## src/rtl/ihex_pkg.sv

```systemverilog
package ihex_pkg;

  localparam int unsigned PosW = 10;
  localparam int unsigned IdxW = PosW - 1;

  localparam logic [PosW-1:0] POS_MAX   = 10'd1023;
  localparam logic [PosW-1:0] HDR_CHARS = 10'd11;

  localparam logic [7:0] START_CHAR = 8'h3A;
  localparam logic [7:0] LF_CHAR    = 8'h0A;
  localparam logic [7:0] CR_CHAR    = 8'h0D;

  // record types that the parser acts on
  localparam logic [7:0] KIND_DATA  = 8'h00;
  localparam logic [7:0] KIND_EOF   = 8'h01;
  localparam logic [7:0] KIND_UBASE = 8'h04;

  // byte slots of the record header and of the first two data bytes
  localparam logic [IdxW-1:0] SLOT_COUNT   = 9'd0;
  localparam logic [IdxW-1:0] SLOT_ADDR_HI = 9'd1;
  localparam logic [IdxW-1:0] SLOT_ADDR_LO = 9'd2;
  localparam logic [IdxW-1:0] SLOT_KIND    = 9'd3;
  localparam logic [IdxW-1:0] SLOT_DATA0   = 9'd4;
  localparam logic [IdxW-1:0] SLOT_DATA1   = 9'd5;

  typedef enum logic [2:0] {
    EV_NONE      = 3'd0,
    EV_DONE      = 3'd1,
    EV_END       = 3'd2,
    EV_BAD_START = 3'd3,
    EV_BAD_DIGIT = 3'd4,
    EV_BAD_LEN   = 3'd5,
    EV_BAD_SUM   = 3'd6
  } event_t;

  typedef struct packed {
    logic        write_valid;
    logic [31:0] write_address;
    logic [7:0]  write_data;
    event_t      ev;
  } result_t;

  // hex digit decode: bit 4 set when the character is not a hex digit
  function automatic logic [4:0] hex_digit(input logic [7:0] c);
    logic [4:0] r;
    r = 5'h10;
    if (c >= 8'h30 && c <= 8'h39) begin
      r = {1'b0, 4'(c - 8'h30)};
    end else if (c >= 8'h41 && c <= 8'h46) begin
      r = {1'b0, 4'(c - 8'h37)};
    end else if (c >= 8'h61 && c <= 8'h66) begin
      r = {1'b0, 4'(c - 8'h57)};
    end
    return r;
  endfunction

endpackage

```

## src/rtl/ihex_decode.sv

```systemverilog
module ihex_decode import ihex_pkg::*; (
  input  logic       clk,
  input  logic       rst,
  input  logic       step,
  input  logic [7:0] char_q,
  output result_t    res
);

  logic [PosW-1:0] char_position, char_position_next;
  logic [3:0]      high_nibble, high_nibble_next;
  logic [7:0]      record_length, record_length_next;
  logic [15:0]     record_offset, record_offset_next;
  logic [7:0]      record_kind, record_kind_next;
  logic [7:0]      running_sum, running_sum_next;
  logic [15:0]     upper_base, upper_base_next;
  logic            finished, finished_next;
  logic            last_was_cr, last_was_cr_next;

  logic [4:0]      digit;
  logic [7:0]      pair;
  logic [IdxW-1:0] idx;
  logic [IdxW-1:0] data_end;
  logic [PosW-1:0] line_chars;

  always_ff @(posedge clk) begin
    if (rst) begin
      char_position <= '0;
      high_nibble   <= '0;
      record_length <= '0;
      record_offset <= '0;
      record_kind   <= '0;
      running_sum   <= '0;
      upper_base    <= '0;
      finished      <= 1'b0;
      last_was_cr   <= 1'b0;
    end else if (step) begin
      char_position <= char_position_next;
      high_nibble   <= high_nibble_next;
      record_length <= record_length_next;
      record_offset <= record_offset_next;
      record_kind   <= record_kind_next;
      running_sum   <= running_sum_next;
      upper_base    <= upper_base_next;
      finished      <= finished_next;
      last_was_cr   <= last_was_cr_next;
    end
  end

  always_comb begin
    digit      = hex_digit(char_q);
    pair       = {high_nibble, digit[3:0]};
    idx        = char_position[PosW-1:1] - IdxW'(1);
    data_end   = SLOT_DATA0 + {1'b0, record_length};
    line_chars = HDR_CHARS + {1'b0, record_length, 1'b0};

    char_position_next = char_position;
    high_nibble_next   = high_nibble;
    record_length_next = record_length;
    record_offset_next = record_offset;
    record_kind_next   = record_kind;
    running_sum_next   = running_sum;
    upper_base_next    = upper_base;
    finished_next      = finished;
    last_was_cr_next   = last_was_cr;

    res.write_valid   = 1'b0;
    res.write_address = '0;
    res.write_data    = '0;
    res.ev            = EV_NONE;

    if (!finished) begin
      if (last_was_cr && char_q == LF_CHAR) begin
        last_was_cr_next = 1'b0;
      end else begin
        last_was_cr_next = (char_q == CR_CHAR);
        if (char_q == LF_CHAR || char_q == CR_CHAR) begin
          char_position_next = '0;
          if (char_position == '0) begin
            finished_next = 1'b1;
            res.ev        = EV_END;
          end else if (char_position != line_chars) begin
            finished_next = 1'b1;
            res.ev        = EV_BAD_LEN;
          end else if (record_kind == KIND_EOF) begin
            finished_next = 1'b1;
            res.ev        = EV_END;
          end else if (record_kind == KIND_DATA && running_sum != 8'h00) begin
            finished_next = 1'b1;
            res.ev        = EV_BAD_SUM;
          end else begin
            res.ev = EV_DONE;
          end
        end else if (char_position == '0) begin
          if (char_q != START_CHAR) begin
            finished_next = 1'b1;
            res.ev        = EV_BAD_START;
          end else begin
            record_length_next = '0;
            record_offset_next = '0;
            record_kind_next   = '0;
            running_sum_next   = '0;
            high_nibble_next   = '0;
            char_position_next = PosW'(1);
          end
        end else if (digit[4]) begin
          finished_next = 1'b1;
          res.ev        = EV_BAD_DIGIT;
        end else begin
          if (char_position[0]) begin
            high_nibble_next = digit[3:0];
          end else begin
            if (idx == SLOT_COUNT) begin
              record_length_next = pair;
            end else if (idx == SLOT_ADDR_HI) begin
              record_offset_next = {pair, record_offset[7:0]};
            end else if (idx == SLOT_ADDR_LO) begin
              record_offset_next = {record_offset[15:8], pair};
            end else if (idx == SLOT_KIND) begin
              record_kind_next = pair;
            end else if (idx < data_end) begin
              if (record_kind == KIND_DATA) begin
                res.write_valid    = 1'b1;
                res.write_address  = {upper_base, record_offset};
                res.write_data     = pair;
                record_offset_next = record_offset + 16'd1;
              end else if (record_kind == KIND_UBASE) begin
                if (idx == SLOT_DATA0) begin
                  upper_base_next = {pair, upper_base[7:0]};
                end else if (idx == SLOT_DATA1) begin
                  upper_base_next = {upper_base[15:8], pair};
                end
              end
            end
            if (idx <= data_end) begin
              running_sum_next = running_sum + pair;
            end
          end
          if (char_position < POS_MAX) begin
            char_position_next = char_position + PosW'(1);
          end
        end
      end
    end
  end

endmodule

```

## src/rtl/intel_hex_record_parser.sv

```systemverilog
// channel  | handshake              | payload
// ---------+------------------------+------------------------------------------------
// input    | in_valid / in_stall    | char_in
// output   | out_valid / out_stall  | write_valid, write_address, write_data, event_res
//
// one transaction in gives exactly one transaction out; one character per cycle sustained while out_stall is low
// a character passes through the input register, then is decoded into the result register
// the decode step is a single pass through ihex_decode between the two registers
// rst (synchronous, active high) clears parser state and both valid flags
// out_stall holds the result register; a new character is still taken while the
//   input register is empty, and in_stall rises only when both registers are full
module intel_hex_record_parser import ihex_pkg::*; (
  input  logic        clk,
  input  logic        rst,
  input  logic        in_valid,
  output logic        in_stall,
  input  logic [7:0]  char_in,
  output logic        out_valid,
  input  logic        out_stall,
  output logic        write_valid,
  output logic [31:0] write_address,
  output logic [7:0]  write_data,
  output logic [2:0]  event_res
);

  // input register
  logic       valid_q;
  logic [7:0] char_q;

  // result register
  result_t res;
  result_t res_q;

  // the held character moves into the result register this cycle
  logic advance;

  assign advance  = valid_q && (!out_valid || !out_stall);
  assign in_stall = valid_q && !advance;

  always_ff @(posedge clk) begin
    if (rst) begin
      valid_q <= 1'b0;
    end else if (!in_stall) begin
      valid_q <= in_valid;
    end
  end

  // payload needs no reset
  always_ff @(posedge clk) begin
    if (in_valid && !in_stall) begin
      char_q <= char_in;
    end
  end

  // parser state and per-character decode
  ihex_decode u_decode (
    .clk    (clk),
    .rst    (rst),
    .step   (advance),
    .char_q (char_q),
    .res    (res)
  );

  always_ff @(posedge clk) begin
    if (rst) begin
      out_valid <= 1'b0;
    end else if (advance) begin
      out_valid <= 1'b1;
    end else if (!out_stall) begin
      out_valid <= 1'b0;
    end
  end

  always_ff @(posedge clk) begin
    if (advance) begin
      res_q <= res;
    end
  end

  assign write_valid   = res_q.write_valid;
  assign write_address = res_q.write_address;
  assign write_data    = res_q.write_data;
  assign event_res     = res_q.ev;

  // a memory write never carries an event code
  a_write_no_event: assert property (@(posedge clk) disable iff (rst)
    out_valid && write_valid |-> event_res == EV_NONE)
    else $error("write transaction carries an event code");

  // input side only stalls when the result register is full and held
  a_stall_cause: assert property (@(posedge clk) disable iff (rst)
    in_stall |-> valid_q && out_valid && out_stall)
    else $error("input stalled without a blocked result");

  // a held character with room downstream shows up as a result next cycle
  a_advance_lands: assert property (@(posedge clk) disable iff (rst)
    advance |=> out_valid)
    else $error("decoded character lost");

  // event codes stay within the defined set
  a_event_range: assert property (@(posedge clk) disable iff (rst)
    out_valid |-> event_res <= EV_BAD_SUM)
    else $error("undefined event code");

endmodule
```

## config.mk

```make
export PLATFORM = sky130hd
export DESIGN_NAME = intel_hex_record_parser
export DESIGN_NICKNAME = d
export VERILOG_FILES = /design/src/rtl/ihex_pkg.sv /design/src/rtl/ihex_decode.sv /design/src/rtl/intel_hex_record_parser.sv
export SDC_FILE = /design/constraint.sdc
export NUM_CORES = 1
export LEC_CHECK = 0
export ABC_CLOCK_PERIOD_IN_PS = 6800
export BUFFER_PORTS_ARGS = -buffer_cell sky130_fd_sc_hd__buf_2
export CAP_MARGIN = 20
export CORE_AREA = 5 5 119 121
export CTS_CLUSTER_SIZE = 25
export DETAILED_ROUTE_END_ITERATION = 6
export DIE_AREA = 0 0 124 126
export PLACE_DENSITY = 0.75
export SYNTH_ARGS = -nofsm -noshare
export SYNTH_HDL_FRONTEND = slang
export SYNTH_HIERARCHICAL = 1
export SYNTH_SLANG_ARGS = --single-unit
```

## constraint.sdc

```tcl
create_clock -name clk -period 6.8 [get_ports clk]
set_clock_uncertainty 0.1 [all_clocks]
set_input_delay 1.36 -clock clk [delete_from_list [all_inputs] [get_ports clk]]
set_output_delay 1.36 -clock clk [all_outputs]
set_load 0.01 [all_outputs]
```

==> impl_summary.log <==
INFO  metric outcome = complete, no violations
INFO  metric layout.cells.non_filler = 960
INFO  metric post-route-min-period = 4.60 ns
INFO  metric cp.required = 6.99 ns
INFO  metric wirelength = 16.1 mm
INFO  metric timing.critical_path.max_delay_family = compound AO/OA/AOI/OAI gates
INFO  metric highest_layer = met4
INFO  metric clock_latency = 0.42 ns
INFO  metric slowest_stage = sky130_fd_sc_hd__a311oi_4
INFO  metric grt_max_degree = 65
INFO  metric crit_path_max_fanout = 11
INFO  metric yosys-top-cells-count = sky130_fd_sc_hd__nor2_1, sky130_fd_sc_hd__dfxtp_1, sky130_fd_sc_hd__edfxtp_1
INFO  metric number_of_antenna_violations_at_the_first_check_in_global_routing = 0
INFO  metric synth_enable_flop_cells = 52
INFO  metric wl_met3 = 975 um
INFO  metric wirelength_met1 = 6.99 mm
INFO  metric synth.most_common_cell = sky130_fd_sc_hd__nor2_1
INFO  metric fin_ws = 2.20 ns
INFO  metric synthArstFlopShare = 0%
INFO  metric route.detailed.vias_per_inst = 5.76
INFO  metric cts_tree = done
INFO  metric place_congestion = 0.950
INFO  metric setup-tns-final = 0 ns
INFO  metric synth_seq_area_share = 44.2%
INFO  metric design.core.area = 13000 sq um
INFO  metric clockRootBuffer = sky130_fd_sc_hd__clkbuf_16
INFO  metric critPathKind = flip-flop to flip-flop
INFO  metric rsz_0062_raised_after_global_routing = false
INFO  metric detail_route.wl_per_cell = 16.8 um
INFO  metric crit_path_launch_type = flip-flop
INFO  metric initial_cell_density_of_the_core = 53.0%
INFO  metric cpPeakStageDelay = 0.68 ns
INFO  metric final_layout_size_suffix_gt1_share = 15.9%
INFO  metric post-synth-top-area-cell = sky130_fd_sc_hd__edfxtp_1
INFO  metric critPathMostFrequentCell = sky130_fd_sc_hd__ha_1
INFO  metric synth_cells = 726
INFO  metric cts_hold_repair.buffers = 0
INFO  metric grt.overflow.total = 0
INFO  metric dp_cells = 928
INFO  metric yosys.cell_types.count = 79
INFO  metric track_usage = 21.4%
INFO  metric dp.final_hpwl = 11.3 mm
INFO  metric io_pins = 58
INFO  metric ys_ff_latch = 126
INFO  metric grt_first_pass_wirelength = 26.4 mm
INFO  metric detail_route.drc_violations = 0
INFO  metric count_of_input_and_output_buffers = 57
INFO  metric worstMarginPinSlew = 1.02 ns
INFO  metric met2_length = 7.88 mm
INFO  metric max-cap-violations = 0
INFO  metric final_max_slew_viol_count = 0
INFO  metric syn2layout_area_growth = 14.1%
INFO  metric via_count_of_the_first_global_routing_pass = 5287
INFO  metric final_net_count = 813
INFO  metric final-hold-violation-count = 0
INFO  metric syn-mean-instance-area = 9.48 sq um
INFO  metric synth_top_area_share = 22.7%
INFO  metric synth-warning-count = 6
INFO  metric cts_inserted_buffers = 17
INFO  metric r2r_setup_slack = 2.20 ns
INFO  metric worst_setup_hold_path_clk_slew = 0.06 ns
INFO  metric synth_area = 6880 sq um
INFO  metric postCtsSetupBuffers = 0
INFO  metric finalSetupViolCount = 0
INFO  metric final_clock_period_utilization_by_the_worst_path = 67.6%
INFO  metric critPathCaptureType = flip-flop
INFO  metric yosys-top-cells-area = sky130_fd_sc_hd__edfxtp_1, sky130_fd_sc_hd__dfxtp_1, sky130_fd_sc_hd__ha_1
INFO  metric dieArea = 15600 sq um
INFO  metric slew_headroom = 31.7%
INFO  metric horizontal_die_dimension = 124 um
INFO  metric max-vdd-ir-drop = 128 uV
INFO  metric ant_nets = 0
INFO  metric antenna_cell_count = 0
INFO  metric synth.net_count = 768
INFO  metric ctsHtreeMaxLevel = 4
INFO  metric synth-main-ff-cell = sky130_fd_sc_hd__dfxtp_1
INFO  metric vias = 5531
INFO  metric drt_first_iter_violations = 448
INFO  metric preCtsSetupSlack = 2.25 ns
INFO  metric leakage = 2.94 nW
INFO  metric drt_pre_antenna_iters = 6
INFO  metric cts_max_path_buffers = 2
INFO  metric die_h = 126 um
INFO  metric clock.fmax = 217 MHz
INFO  metric timing.critical_path.buf_inv = 1
INFO  metric cts_resized = 0
INFO  metric count_of_standard_cell_rows = 42
INFO  metric cp_cell_sequence = inv_1 > ha_1 > nor4b_2 > nand2_1 > xnor2_1 > ha_1 > a21o_1 > a21oi_1 > o211ai_1 > maj3_2 > nor4_4 > nand4_2 > a311oi_4 > mux2i_1 > nor2_1
INFO  metric tritoncts_num_sinks = 126
INFO  metric worst-endpoint-arrival = 4.78 ns
INFO  metric power_density = 225 nW/um^2
INFO  metric worstHoldPathType = flip-flop to flip-flop
==> area by class of cell <==
cell class | instances | area, sq um
Fill cell | 1098 | 5130
Sequential cell | 126 | 3040
Inverter | 25 | 93.8
Timing Repair Buffer | 64 | 338
Clock inverter | 14 | 160
Tap cell | 176 | 220
Clock buffer | 18 | 429
Multi-Input combinational cell | 537 | 3560
==> per-stage QoR <==
| step | hold WS (ns) | total power, mW | area (sq um) | utilization [%] |
|---|---|---|---|---|
| 3_5_place_dp | 0.366 | 0.885 | 7260 | 55.9 |
| 2_1_floorplan | 0.346 | 0.860 | 6880 | - |
| 3_3_place_gp | 0.358 | 0.884 | 7260 | 55.9 |
| 4_1_cts | 0.382 | 1.78 | 7850 | 60.5 |
| 6_report | 0.384 | 1.77 | 7850 | 60.5 |
| 5_1_grt | 0.423 | 1.83 | 7850 | 60.5 |
==> path summary, 6_finish.rpt <==
kind,startpoint,endpoint,cells past startpoint
worst max-delay path,u_decode/char_position[2]$_SDFFE_PP0P_,u_decode/upper_base[3]$_SDFFE_PP0P_,15
worst min-delay path,u_decode/record_kind[3]$_SDFFE_PP0P_,u_decode/record_kind[3]$_SDFFE_PP0P_,2
worst min register to register,u_decode/record_kind[3]$_SDFFE_PP0P_,u_decode/record_kind[3]$_SDFFE_PP0P_,2
worst max register to register,u_decode/char_position[2]$_SDFFE_PP0P_,u_decode/upper_base[3]$_SDFFE_PP0P_,15
==> power breakdown <==
group | leakage (nW) | total, mW | internal [mW] | switching (mW)
clock | 0.280 | 0.896 | 0.546 | 0.350
sequential | 1.07 | 0.811 | 0.803 | 0.00815
combinational | 1.59 | 0.0577 | 0.0186 | 0.0392
==> cells in the final DEF, fill, tap and decap left out, drive strengths merged, types with 4 or more instances in the layout <==
cell type / count
nor2: 99
o211ai: 4
a32oi: 5
a211oi: 4
edfxtp: 52
dfxtp: 74
xnor2: 25
xor2: 11
and3: 13
nor3b: 4
mux2i: 36
a21o: 8
ha: 29
or3: 5
or2: 5
nand4: 6
nor4b: 4
nor3: 36
o21ai: 16
nor4: 10
buf: 64
inv: 30
and2: 37
nand2b: 8
clkinv: 4
nand2: 39
a21oi: 50
nor2b: 8
nand3: 29
clkbuf: 18
==> worst register-to-register path: cells and delay by family (launching register included) <==
family | cells | cell delay (ns)
fa+ha+maj | 3 | 1.04
xor+xnor | 1 | 0.14
compound gates | 4 | 1.18
buf+inv | 1 | 0.16
mux | 1 | 0.30
simple gates | 5 | 1.10
flops | 1 | 0.44
==> cell families (layout without fill, tap and decap cells) <==
family | Yosys count | in the layout | share of synthesized area, %
AO/OA/AOI/OAI | 120 | 120 | 11.8
XOR/XNOR | 36 | 36 | 4.69
adder cells (fa/ha/maj) | 32 | 32 | 5.87
buffers and inverters | 63 | 121 | 4.13
flip-flops | 126 | 126 | 44.2
multiplexers | 36 | 36 | 5.24
AND/OR/NAND/NOR | 313 | 313 | 24.0
==> metal layers <==
layer  up-vias  track usage [%]
li1       2685                -
met1      2636             27.2
met2       180             34.9
met3        30             6.14
met4         0             6.89
met5         -                0
==> state kept, by name (all words and copies together), names as in the netlist, 10 cells and up <==
name / flops
write_address: 32
u_decode/upper_base: 16
u_decode/record_offset: 16
u_decode/char_position: 10
Note: power is estimated with default switching activity, not from simulation.
